<file path="src/rtl/prsp_pkg.sv">
// Package for the response stream parser: phase and context codes, token
// kinds and the token record shared by the parser core, token queue and top.
package prsp_pkg;

  localparam int LEN_BITS_DEF = 32;
  localparam int TOKQ_DEPTH   = 8;
  localparam int MAX_TOK      = 4;

  localparam logic [2:0] PH_TAG   = 3'd0;
  localparam logic [2:0] PH_LEN   = 3'd1;
  localparam logic [2:0] PH_VAL   = 3'd2;
  localparam logic [2:0] PH_SKIPV = 3'd3;
  localparam logic [2:0] PH_SKIPN = 3'd4;
  localparam logic [2:0] PH_BYTES = 3'd5;
  localparam logic [2:0] PH_ERR   = 3'd6;

  localparam logic [2:0] CX_INFO  = 3'd0;
  localparam logic [2:0] CX_DATA  = 3'd1;
  localparam logic [2:0] CX_ENTRY = 3'd2;
  localparam logic [2:0] CX_STR   = 3'd3;
  localparam logic [2:0] CX_TOP   = 3'd4;

  localparam logic [3:0] TK_INFO_BEGIN    = 4'd0;
  localparam logic [3:0] TK_DATA_BEGIN    = 4'd1;
  localparam logic [3:0] TK_KEY_BEGIN     = 4'd2;
  localparam logic [3:0] TK_KEY_BYTE      = 4'd3;
  localparam logic [3:0] TK_VALUE_BEGIN   = 4'd4;
  localparam logic [3:0] TK_VALUE_BYTE    = 4'd5;
  localparam logic [3:0] TK_ENTRY_END     = 4'd6;
  localparam logic [3:0] TK_OK            = 4'd7;
  localparam logic [3:0] TK_STATUS        = 4'd8;
  localparam logic [3:0] TK_TEXT_BEGIN    = 4'd9;
  localparam logic [3:0] TK_TEXT_BYTE     = 4'd10;
  localparam logic [3:0] TK_PAYLOAD_BEGIN = 4'd11;
  localparam logic [3:0] TK_PAYLOAD_BYTE  = 4'd12;
  localparam logic [3:0] TK_DONE          = 4'd13;
  localparam logic [3:0] TK_MSG_OK        = 4'd14;
  localparam logic [3:0] TK_MSG_ERROR     = 4'd15;

  typedef struct packed {
    logic [3:0]  token_kind;
    logic [31:0] scalar_value;
    logic [7:0]  data_byte;
    logic        key_present;
    logic        run_last;
  } token_t;

  typedef struct packed {
    logic [2:0] push_n;
    logic       in_error;
  } core_stat_t;

endpackage

</file>
<file path="src/rtl/prsp_if.sv">
// Channel interfaces of the response stream parser: byte requests in,
// token requests out. Depends on nothing.
interface prsp_in_if;
  logic       valid;
  logic       ready;
  logic [7:0] in_byte;
  logic       msg_last;
  modport source (output valid, output in_byte, output msg_last, input ready);
  modport sink   (input valid, input in_byte, input msg_last, output ready);
endinterface

interface prsp_out_if;
  logic        valid;
  logic        ready;
  logic [3:0]  token_kind;
  logic [31:0] scalar_value;
  logic [7:0]  data_byte;
  logic        key_present;
  logic        run_last;
  modport source (output valid, output token_kind, output scalar_value,
                  output data_byte, output key_present, output run_last, input ready);
  modport sink   (input valid, input token_kind, input scalar_value,
                  input data_byte, input key_present, input run_last, output ready);
endinterface

</file>
<file path="src/rtl/prsp_core.sv">
// Parser core: varint, nesting stack and token generation for one byte.
// Depends on prsp_pkg.
module prsp_core import prsp_pkg::*; #(
  parameter int LEN_BITS = LEN_BITS_DEF
) (
  input  logic         clk,
  input  logic         rst_n,
  input  logic         fire,
  input  logic [7:0]   in_byte,
  input  logic         msg_last,
  output token_t       tok [MAX_TOK],
  output core_stat_t   stat
);

  logic [2:0]          phase_r, phase_nxt;
  logic [63:0]         acc_r, acc_nxt;
  logic [3:0]          sh_r, sh_nxt;
  logic [31:0]         fld_r, fld_nxt;
  logic [2:0]          wire_r, wire_nxt;
  logic [1:0]          dep_r, dep_nxt;
  logic [LEN_BITS-1:0] rem_r [3];
  logic [LEN_BITS-1:0] rem_nxt [3];
  logic [1:0]          cx_r [3];
  logic [1:0]          cx_nxt [3];
  logic [LEN_BITS-1:0] skip_r, skip_nxt;
  logic                key_r, key_nxt;

  logic [2:0] n;
  logic       bad;

  always_comb begin
    logic [70:0] wide;
    logic [63:0] accw;
    logic [63:0] v;
    logic [31:0] f;
    logic [2:0]  w;
    logic [2:0]  ctx;
    logic [2:0]  parent;
    logic [2:0]  ck;
    logic [3:0]  beg;
    logic        kv, kl, strict, stop;
    logic [1:0]  d;
    phase_nxt = phase_r; acc_nxt = acc_r; sh_nxt = sh_r; fld_nxt = fld_r;
    wire_nxt = wire_r; dep_nxt = dep_r; rem_nxt = rem_r; cx_nxt = cx_r;
    skip_nxt = skip_r; key_nxt = key_r;
    for (int i = 0; i < MAX_TOK; i++) tok[i] = '0;
    n = 3'd0; bad = 1'b0; stop = 1'b0;
    wide = 71'(in_byte[6:0]) << (7 * sh_r);
    accw = acc_r | wide[63:0];
    v = accw;
    f = accw[34:3];
    w = accw[2:0];
    kv = 1'b0; kl = 1'b0; beg = TK_MSG_ERROR;
    ctx = (dep_r == 2'd0) ? CX_TOP : {1'b0, cx_r[dep_r - 2'd1]};
    parent = (dep_r >= 2'd2) ? {1'b0, cx_r[dep_r - 2'd2]} : CX_TOP;
    strict = (ctx != CX_ENTRY);
    d = 2'd0; ck = CX_TOP;

    if (phase_r == PH_ERR) begin
      n = 3'd0;
    end else begin
      for (int i = 0; i < 3; i++)
        if (2'(i) < dep_r && rem_r[i] != '0) rem_nxt[i] = rem_r[i] - 1'b1;

      case (phase_r)
        PH_TAG, PH_LEN, PH_VAL, PH_SKIPV: begin
          if (in_byte[7]) begin
            acc_nxt = accw;
            sh_nxt = sh_r + 4'd1;
            if (sh_r == 4'd9) bad = 1'b1;
          end else begin
            acc_nxt = '0;
            sh_nxt = 4'd0;
            phase_nxt = PH_TAG;
            if (phase_r == PH_TAG) begin
              fld_nxt = f;
              wire_nxt = w;
              if (ctx == CX_TOP) begin
                kl = (f == 32'd1) || (f == 32'd2);
              end else if (ctx == CX_INFO) begin
                kl = (f == 32'd1) || (f == 32'd5);
                kv = (f == 32'd2) || (f == 32'd4);
              end else if (ctx == CX_DATA) begin
                kl = (f == 32'd1);
                kv = (f == 32'd2);
              end
              if (w == 3'd0) begin
                if (kv) phase_nxt = PH_VAL;
                else if (kl && strict) bad = 1'b1;
                else phase_nxt = PH_SKIPV;
              end else if (w == 3'd2) begin
                if (kv && strict) bad = 1'b1;
                else phase_nxt = PH_LEN;
              end else if (w == 3'd1 || w == 3'd5) begin
                if ((kv || kl) && strict) bad = 1'b1;
                else begin
                  skip_nxt = (w == 3'd1) ? LEN_BITS'(8) : LEN_BITS'(4);
                  phase_nxt = PH_SKIPN;
                end
              end else begin
                bad = 1'b1;
              end
            end else if (phase_r == PH_LEN) begin
              if ((v >> LEN_BITS) != 64'd0) bad = 1'b1;
              else if (dep_r != 2'd0 && v > 64'(rem_nxt[dep_r - 2'd1])) bad = 1'b1;
              else if (ctx == CX_TOP && (fld_r == 32'd1 || fld_r == 32'd2)) begin
                tok[0].token_kind = (fld_r == 32'd1) ? TK_INFO_BEGIN : TK_DATA_BEGIN;
                n = 3'd1;
                if (v != 64'd0 && dep_r != 2'd3) begin
                  rem_nxt[dep_r] = v[LEN_BITS-1:0];
                  cx_nxt[dep_r] = (fld_r == 32'd1) ? CX_INFO[1:0] : CX_DATA[1:0];
                  dep_nxt = dep_r + 2'd1;
                end
              end else if (ctx == CX_INFO && fld_r == 32'd1) begin
                if (v != 64'd0) begin
                  key_nxt = 1'b0;
                  if (dep_r != 2'd3) begin
                    rem_nxt[dep_r] = v[LEN_BITS-1:0];
                    cx_nxt[dep_r] = CX_ENTRY[1:0];
                    dep_nxt = dep_r + 2'd1;
                  end
                end else begin
                  tok[0].token_kind = TK_ENTRY_END;
                  n = 3'd1;
                end
              end else begin
                if (ctx == CX_INFO && fld_r == 32'd5) beg = TK_TEXT_BEGIN;
                else if (ctx == CX_DATA && fld_r == 32'd1) beg = TK_PAYLOAD_BEGIN;
                else if (ctx == CX_ENTRY && fld_r == 32'd1) begin
                  beg = TK_KEY_BEGIN;
                  key_nxt = (v != 64'd0);
                end else if (ctx == CX_ENTRY && fld_r == 32'd2) beg = TK_VALUE_BEGIN;
                if (beg != TK_MSG_ERROR) begin
                  tok[0].token_kind = beg;
                  n = 3'd1;
                  if (v != 64'd0) begin
                    if (dep_r != 2'd3) begin
                      rem_nxt[dep_r] = v[LEN_BITS-1:0];
                      cx_nxt[dep_r] = CX_STR[1:0];
                      dep_nxt = dep_r + 2'd1;
                    end
                    phase_nxt = PH_BYTES;
                  end
                end else begin
                  skip_nxt = v[LEN_BITS-1:0];
                  if (v != 64'd0) phase_nxt = PH_SKIPN;
                end
              end
            end else if (phase_r == PH_VAL) begin
              n = 3'd1;
              if (ctx == CX_INFO && fld_r == 32'd4) begin
                tok[0].token_kind = TK_STATUS;
                tok[0].scalar_value = v[31:0];
              end else begin
                tok[0].token_kind = (ctx == CX_DATA) ? TK_DONE : TK_OK;
                tok[0].scalar_value = {31'd0, v != 64'd0};
              end
            end
          end
        end
        PH_SKIPN: begin
          if (skip_r != '0) skip_nxt = skip_r - 1'b1;
          if (skip_nxt == '0) phase_nxt = PH_TAG;
        end
        PH_BYTES: begin
          n = 3'd1;
          tok[0].data_byte = in_byte;
          if (parent == CX_ENTRY)
            tok[0].token_kind = (fld_r == 32'd1) ? TK_KEY_BYTE : TK_VALUE_BYTE;
          else if (parent == CX_INFO) tok[0].token_kind = TK_TEXT_BYTE;
          else tok[0].token_kind = TK_PAYLOAD_BYTE;
        end
        default: bad = 1'b1;
      endcase

      // close finished regions, innermost first
      d = dep_nxt;
      for (int k = 0; k < 3; k++) begin
        if (!bad && !stop && d != 2'd0 && rem_nxt[d - 2'd1] == '0) begin
          ck = {1'b0, cx_nxt[d - 2'd1]};
          if (ck == CX_STR) begin
            if (phase_nxt != PH_BYTES) bad = 1'b1;
            else phase_nxt = PH_TAG;
          end else if (phase_nxt != PH_TAG || sh_nxt != 4'd0) begin
            bad = 1'b1;
          end else if (ck == CX_ENTRY) begin
            tok[n[1:0]] = '0;
            tok[n[1:0]].token_kind = TK_ENTRY_END;
            tok[n[1:0]].key_present = key_nxt;
            n = n + 3'd1;
          end
          if (!bad) d = d - 2'd1;
        end else begin
          stop = 1'b1;
        end
      end
      dep_nxt = d;

      if (bad) begin
        for (int i = 0; i < MAX_TOK; i++) tok[i] = '0;
        tok[0].token_kind = TK_MSG_ERROR;
        n = 3'd1;
        if (!msg_last) phase_nxt = PH_ERR;
      end else if (msg_last) begin
        tok[n[1:0]] = '0;
        tok[n[1:0]].token_kind =
          (dep_nxt == 2'd0 && phase_nxt == PH_TAG && sh_nxt == 4'd0) ?
          TK_MSG_OK : TK_MSG_ERROR;
        n = n + 3'd1;
      end
      if (n != 3'd0) tok[n[1:0] - 2'd1].run_last = 1'b1;
    end

    // restart at message end
    if (msg_last) begin
      phase_nxt = PH_TAG; acc_nxt = '0; sh_nxt = 4'd0; fld_nxt = '0;
      wire_nxt = 3'd0; dep_nxt = 2'd0; skip_nxt = '0; key_nxt = 1'b0;
      for (int i = 0; i < 3; i++) begin
        rem_nxt[i] = '0;
        cx_nxt[i] = 2'd0;
      end
    end
  end

  assign stat.push_n = fire ? n : 3'd0;
  assign stat.in_error = (phase_r == PH_ERR);

  always_ff @(posedge clk) begin
    if (!rst_n) begin
      phase_r <= PH_TAG; acc_r <= '0; sh_r <= 4'd0; fld_r <= '0;
      wire_r <= 3'd0; dep_r <= 2'd0; skip_r <= '0; key_r <= 1'b0;
      for (int i = 0; i < 3; i++) begin
        rem_r[i] <= '0;
        cx_r[i] <= 2'd0;
      end
    end else if (fire) begin
      phase_r <= phase_nxt; acc_r <= acc_nxt; sh_r <= sh_nxt; fld_r <= fld_nxt;
      wire_r <= wire_nxt; dep_r <= dep_nxt; skip_r <= skip_nxt; key_r <= key_nxt;
      rem_r <= rem_nxt;
      cx_r <= cx_nxt;
    end
  end

endmodule

</file>
<file path="src/rtl/prsp_tok_fifo.sv">
// Token queue: takes up to four tokens a cycle, hands out one.
// Depends on prsp_pkg.
module prsp_tok_fifo import prsp_pkg::*; #(
  parameter int DEPTH = TOKQ_DEPTH
) (
  input  logic                   clk,
  input  logic                   rst_n,
  input  token_t                 tok [MAX_TOK],
  input  logic [2:0]             push_n,
  input  logic                   pop,
  output token_t                 head,
  output logic [$clog2(DEPTH):0] count
);

  localparam int AW = $clog2(DEPTH);

  token_t                mem [DEPTH];
  logic [AW-1:0]         wr_r, rd_r;
  logic [AW:0]           cnt_r;

  assign head  = mem[rd_r];
  assign count = cnt_r;

  always_ff @(posedge clk) begin
    for (int k = 0; k < MAX_TOK; k++)
      if (3'(k) < push_n) mem[wr_r + AW'(k)] <= tok[k];
  end

  always_ff @(posedge clk) begin
    if (!rst_n) begin
      wr_r <= '0;
      rd_r <= '0;
      cnt_r <= '0;
    end else begin
      wr_r <= wr_r + AW'(push_n);
      if (pop) rd_r <= rd_r + 1'b1;
      cnt_r <= cnt_r + (AW+1)'(push_n) - (AW+1)'(pop);
    end
  end

endmodule

</file>
<file path="src/rtl/protobuf_response_stream_parser_unit.sv">
// Top level of the response stream parser: parser core feeding a token queue.
// Depends on prsp_pkg, prsp_if, prsp_core and prsp_tok_fifo.
//
//  channel  | dir | payload                                          | handshake
//  in_ch    | in  | in_byte, msg_last                                | valid/ready
//  out_ch   | out | token_kind, scalar_value, data_byte, key_present,| valid/ready
//           |     | run_last                                         |
//
// One byte per cycle: each byte is parsed in the cycle it is taken and its
// zero to three tokens land in an eight-entry queue; one token leaves a cycle.
// A byte is taken while the queue has room for four tokens, so a stalled
// output holds back input once more than four tokens wait.
// Reset (synchronous, rst_n low) empties the queue and puts the parser at a tag.
module protobuf_response_stream_parser_unit import prsp_pkg::*; #(
  parameter int LEN_BITS = LEN_BITS_DEF
) (
  input logic       clk,
  input logic       rst_n,
  prsp_in_if.sink   in_ch,
  prsp_out_if.source out_ch
);

  localparam int QW = $clog2(TOKQ_DEPTH);

  token_t      tok [MAX_TOK];
  token_t      head;
  core_stat_t  stat;
  logic [QW:0] count;
  logic        fire, pop;

  assign in_ch.ready = (count <= (QW+1)'(TOKQ_DEPTH - MAX_TOK));
  assign fire = in_ch.valid && in_ch.ready;
  assign out_ch.valid = (count != '0);
  assign pop = out_ch.valid && out_ch.ready;

  assign out_ch.token_kind   = head.token_kind;
  assign out_ch.scalar_value = head.scalar_value;
  assign out_ch.data_byte    = head.data_byte;
  assign out_ch.key_present  = head.key_present;
  assign out_ch.run_last     = head.run_last;

  prsp_core #(.LEN_BITS(LEN_BITS)) u_core (
    .clk(clk), .rst_n(rst_n), .fire(fire),
    .in_byte(in_ch.in_byte), .msg_last(in_ch.msg_last),
    .tok(tok), .stat(stat)
  );

  prsp_tok_fifo #(.DEPTH(TOKQ_DEPTH)) u_fifo (
    .clk(clk), .rst_n(rst_n), .tok(tok), .push_n(stat.push_n),
    .pop(pop), .head(head), .count(count)
  );

  a_no_overflow: assert property (@(posedge clk) disable iff (!rst_n)
    count <= (QW+1)'(TOKQ_DEPTH))
    else $error("token queue overflow");

  a_err_silent: assert property (@(posedge clk) disable iff (!rst_n)
    stat.in_error |-> stat.push_n == 3'd0)
    else $error("tokens emitted while skipping a bad message");

  a_push_bound: assert property (@(posedge clk) disable iff (!rst_n)
    stat.push_n <= 3'(MAX_TOK))
    else $error("too many tokens for one byte");

  a_empty_after_reset: assert property (@(posedge clk)
    rst_n && !$past(rst_n) |-> !out_ch.valid)
    else $error("queue not empty after reset");

endmodule
</file>
<file path="src/flat_wrapper.sv">
// flat-port wrapper written by rule: the top's interface ports become plain ports
module protobuf_response_stream_parser_unit_flat import prsp_pkg::*;
#(
  parameter int LEN_BITS = LEN_BITS_DEF
)
  (clk, rst_n, in_ch_valid, in_ch_in_byte, in_ch_msg_last, in_ch_ready, out_ch_valid, out_ch_token_kind, out_ch_scalar_value, out_ch_data_byte, out_ch_key_present, out_ch_run_last, out_ch_ready);
  prsp_in_if in_ch_i ();
  prsp_out_if out_ch_i ();
  input logic clk;
  input logic rst_n;
  input wire logic [$bits(in_ch_i.valid)-1:0] in_ch_valid;
  input wire logic [$bits(in_ch_i.in_byte)-1:0] in_ch_in_byte;
  input wire logic [$bits(in_ch_i.msg_last)-1:0] in_ch_msg_last;
  output wire logic [$bits(in_ch_i.ready)-1:0] in_ch_ready;
  output wire logic [$bits(out_ch_i.valid)-1:0] out_ch_valid;
  output wire logic [$bits(out_ch_i.token_kind)-1:0] out_ch_token_kind;
  output wire logic [$bits(out_ch_i.scalar_value)-1:0] out_ch_scalar_value;
  output wire logic [$bits(out_ch_i.data_byte)-1:0] out_ch_data_byte;
  output wire logic [$bits(out_ch_i.key_present)-1:0] out_ch_key_present;
  output wire logic [$bits(out_ch_i.run_last)-1:0] out_ch_run_last;
  input wire logic [$bits(out_ch_i.ready)-1:0] out_ch_ready;
  assign in_ch_i.valid = in_ch_valid;
  assign in_ch_i.in_byte = in_ch_in_byte;
  assign in_ch_i.msg_last = in_ch_msg_last;
  assign in_ch_ready = in_ch_i.ready;
  assign out_ch_valid = out_ch_i.valid;
  assign out_ch_token_kind = out_ch_i.token_kind;
  assign out_ch_scalar_value = out_ch_i.scalar_value;
  assign out_ch_data_byte = out_ch_i.data_byte;
  assign out_ch_key_present = out_ch_i.key_present;
  assign out_ch_run_last = out_ch_i.run_last;
  assign out_ch_i.ready = out_ch_ready;
  protobuf_response_stream_parser_unit #(.LEN_BITS(LEN_BITS)) u_core (.clk(clk), .rst_n(rst_n), .in_ch(in_ch_i), .out_ch(out_ch_i));
endmodule
</file>
<file path="config.mk">
export PLATFORM = sky130hd
export DESIGN_NAME = protobuf_response_stream_parser_unit_flat
export DESIGN_NICKNAME = d
export VERILOG_FILES = /design/src/rtl/prsp_pkg.sv /design/src/rtl/prsp_if.sv /design/src/rtl/prsp_core.sv /design/src/rtl/prsp_tok_fifo.sv /design/src/rtl/protobuf_response_stream_parser_unit.sv /design/src/flat_wrapper.sv
export SDC_FILE = /design/constraint.sdc
export NUM_CORES = 2
export LEC_CHECK = 0
export ABC_CLOCK_PERIOD_IN_PS = 35000
export BUFFER_PORTS_ARGS = -buffer_cell sky130_fd_sc_hd__buf_2
export CAP_MARGIN = 20
export CORE_UTILIZATION = 60
export CTS_BUF_LIST = sky130_fd_sc_hd__clkbuf_8
export DETAILED_ROUTE_END_ITERATION = 8
export PLACE_DENSITY_LB_ADDON = 0.3
export RECOVER_POWER = 50
export SLEW_MARGIN = 10
export SYNTH_ARGS = -nofsm -noshare
export SYNTH_HDL_FRONTEND = slang
export SYNTH_SLANG_ARGS = --single-unit
</file>
<file path="constraint.sdc">
create_clock -name clk -period 35 [get_ports clk]
set_input_delay 0 -clock clk [delete_from_list [all_inputs] [get_ports clk]]
set_output_delay 0 -clock clk [all_outputs]
set_load 0.01 [all_outputs]
</file>
==> results.toml <==
[floorplan]
die_area_sq_um = 62250
boundaryPins = 61
fp.dieW_microns = 249.5
die_y_microns = 249.5
core-area_sq_um = 60470
std_cell_rows = 90
start_util_pct = 60.78

[cts]
clk_latency_ns = 0.77
cts_tree = "yes"
postCtsSetupBuffers = 0
cts_buffer_depth = 3
clk_pin_slew_ns = 0.06
numCtsBuffers = 98
cts_resized = 0
htreeDepth = 3
ctsRootBufferMaster = "clkbuf_8"
cts.sinks = 621
ctsHoldBuffers = 11

[yosys]
netlist.area_leader.share_pct = 30.07
synth_compound_area_share_pct = 15.82
synth-simple-area-share_pct = 21.99
synth_most_common_cell = "nor2_1"
yosysUniqueCellTypes = 104
synth.ff_latch_count = 621
synth_top_family_by_area = "simple AND/OR/NAND/NOR gates"
ys_top_cells_by_area = "edfxtp_1, dfxtp_1, mux4_2"
synth_area_sq_um = 36760
synth-edff-count = 368
ys_seq_area_share_pct = 43.85
ys.flop_type = "edfxtp_1"
synthTopCellsByCount = "nor2_1, nand2_1, edfxtp_1, dfxtp_1, a21oi_1"
syn_area_per_cell_sq_um = 9.527
syn-instance-count = 3858
synth-async-reset-ratio_pct = 0
synth_nets = 3943
yosysTopAreaCell = "edfxtp_1"
synthMuxAreaShare_pct = 9.327
yosysWarnings = 0
synth_xor_area_share_pct = 2.601
yosys.area_share.adder_pct = 2.492

[placed_design]
port_buffers = 60
gp_congestion = 1.026
postPlaceCellArea_sq_um = 37650
hpwl_mm = 83.67

[worst_setup_path]
crit_path_start_kind = "flop"
path_delay_family = "compound AO/OA/AOI/OAI gates"
critPathArrivalTime_ns = 20.36
worst_path_largest_cell_delay_ns = 1.83
cp.required_ns = 35.37
path_max_fanout = 47
worst_path_most_repeated_cell = "clkbuf_1"
critPathKind = "reg -> reg"
path_buf_inv = 6
worst_path_max_delay_cell = "clkbuf_1"
end_kind = "flop"

[detailed_routing]
via_per_inst = 6.809
wl_met2_mm = 54.20
drc_errors = 0
top_layer = "met5"
initialDrtViolationCount = 4102
wl_mm = 121.7
drt-met1-wl_mm = 46.30
routed-wl-met3_mm = 13.72
drt-pass1-iter-count = 9
routedWlPerCell_microns = 25.86
ant_nets = 0
vias = 32050

[timing]
max_freq_ghz = 0.05002
skew_ns = 0.06709
rsz0062_at_grt = "no"
setup_viol = 0
min_period_ns = 19.99
hold_violations = 0
slew_headroom_pct = -143.8
finalMaxSlewViolations = 864
min_period_over_period_pct = 57.11
worstMarginPinSlew_ns = 3.657
hold_slack_ns = 0.08435
finalSetupTns_ns = 0

[outcome]
status = "finished with violations"
violations = "capacitance limit, slew limit"

[job]
maxCapViolCount = 21

[global_route]
grt_pass1_wl_mm = 183.5
grt_pass1_vias = 29760
grt.total_usage_pct = 38.42
grt_max_degree = 96
antenna_found_initial = 3
grt-ovfl-total = 0

[power_and_ir_drop]
p_sw_share_pct = 33.21
power_switching_mw = 0.6617
ir_drop_mv = 0.02984
power_report.internal_total_mw = 1.331
cellLeakagePower_nw = 15.03
seqPwrFrac_pct = 42.1
p_per_area_nw_per_um2 = 50.42
combPwrFrac_pct = 26.5
finalPower_mw = 1.993
clockPowerShare_pct = 31.4

[cells_and_area]
multi_input_area_sq_um = 19230
fin_nets = 3929
regArea_sq_um = 16120
final_util_pct = 65.36
syn_to_final_growth_pct = 7.527
final_cell_area_sq_um = 39520
drive_above_1_share_pct = 11.35
nFillCells = 4828

[min_path]
min_path_type = "in -> reg"
## flip-flops by register name, summed over array words and instances (netlist names), named ones only
name                   count
u_core.u_core.key_r        1
u_core.u_core.acc_r       64
u_core.u_fifo.count        4
u_core.u_core.cx_r         6
u_core.u_fifo.wr_r         3
u_core.u_core.sh_r         4
u_core.u_core.phase_r      3
u_core.u_core.fld_r       32
u_core.u_fifo.rd_r         3
u_core.u_core.dep_r        2
u_core.u_core.skip_r      32
u_core.u_core.rem_r       96
u_core.u_fifo.mem        368
## worst register-to-register path, delay by kind of cell (launching register included)
family          cells  cell delay [ns]
compound gates     13             5.73
buf+inv             6             5.63
simple gates       13             5.13
fa+ha+maj           3             1.22
mux                 3             0.81
flops               1             0.75
xor+xnor            1             0.30
## metrics by stage
step | std cells | setup slack [ns]
after detailed placement | 4509 | 18.64
after floorplan | 3858 | 20.42
after CTS | 4698 | 18.64
after global routing | 4706 | 14.01
after global placement | 4508 | 18.92
final | 4707 | 15.01
## layout by cell type (no fill, tap or decap), drive strengths merged, types with 23 or more instances in the layout
master	n
a22oi	132
a32oi	34
nor4	76
nand3	63
o22ai	25
nor2	488
nor3	109
or4	31
o21ai	132
mux4	92
a21boi	57
nand4	44
buf	79
or2	37
and3	27
nand2b	23
clkbuf	165
nor2b	172
edfxtp	368
a31oi	39
xor2	40
and2	51
nand2	399
a211oi	28
a21oi	203
dfxtp	253
o211ai	37
or3	49
mux2i	77
ha	70
inv	130
xnor2	64
clkinv	32
mux2	52
## cells by family after synthesis
family,Yosys count
xor+xnor,106
fa+ha+maj,72
compound gates,852
buf+inv,356
flops,621
mux,221
simple gates,1630
## per-layer routing
metal | track usage (%) | vias to the layer above
met5 | 0 | -
met3 | 7.718 | 402
met4 | 22.29 | 2
met2 | 58.58 | 2083
li1 | - | 14270
met1 | 51.09 | 15290
## power groups by stage
stage	clock network, mW	registers (mW)	logic, mW
5_1_grt	0.656	0.843	0.561
4_1_cts	0.629	0.840	0.526
6_report	0.625	0.840	0.528
2_1_floorplan	0	0.842	0.373
3_3_place_gp	0	0.853	0.516
3_5_place_dp	0	0.855	0.523
## cell type report
cell class / count / area share (%)
antenna: 3 / 0.01900
tap: 782 / 2.476
clock inverter: 67 / 1.114
timing repair buffer: 144 / 2.143
sequential: 621 / 40.79
clock buffer: 111 / 3.866
inverter: 98 / 0.9308
multi-input combinational: 2881 / 48.66
## worst paths after layout
check                                                     startpoint  cells past startpoint                                     end  slack, ns
worst max-delay path              u_core.u_core.sh_r[0]$_SDFFE_PN0P_                     39  u_core.u_fifo.mem[2][11]$_SDFFCE_PP0P_      15.01
worst min-delay path                                  in_ch_msg_last                      4    u_core.u_core.skip_r[1]$_SDFFE_PN0P_       0.08
worst max register to register    u_core.u_core.sh_r[0]$_SDFFE_PN0P_                     39  u_core.u_fifo.mem[2][11]$_SDFFCE_PP0P_      15.01
worst min register to register  u_core.u_core.fld_r[20]$_SDFFE_PN0P_                      2    u_core.u_core.fld_r[20]$_SDFFE_PN0P_       0.47
(Power assumes the default switching activity.)
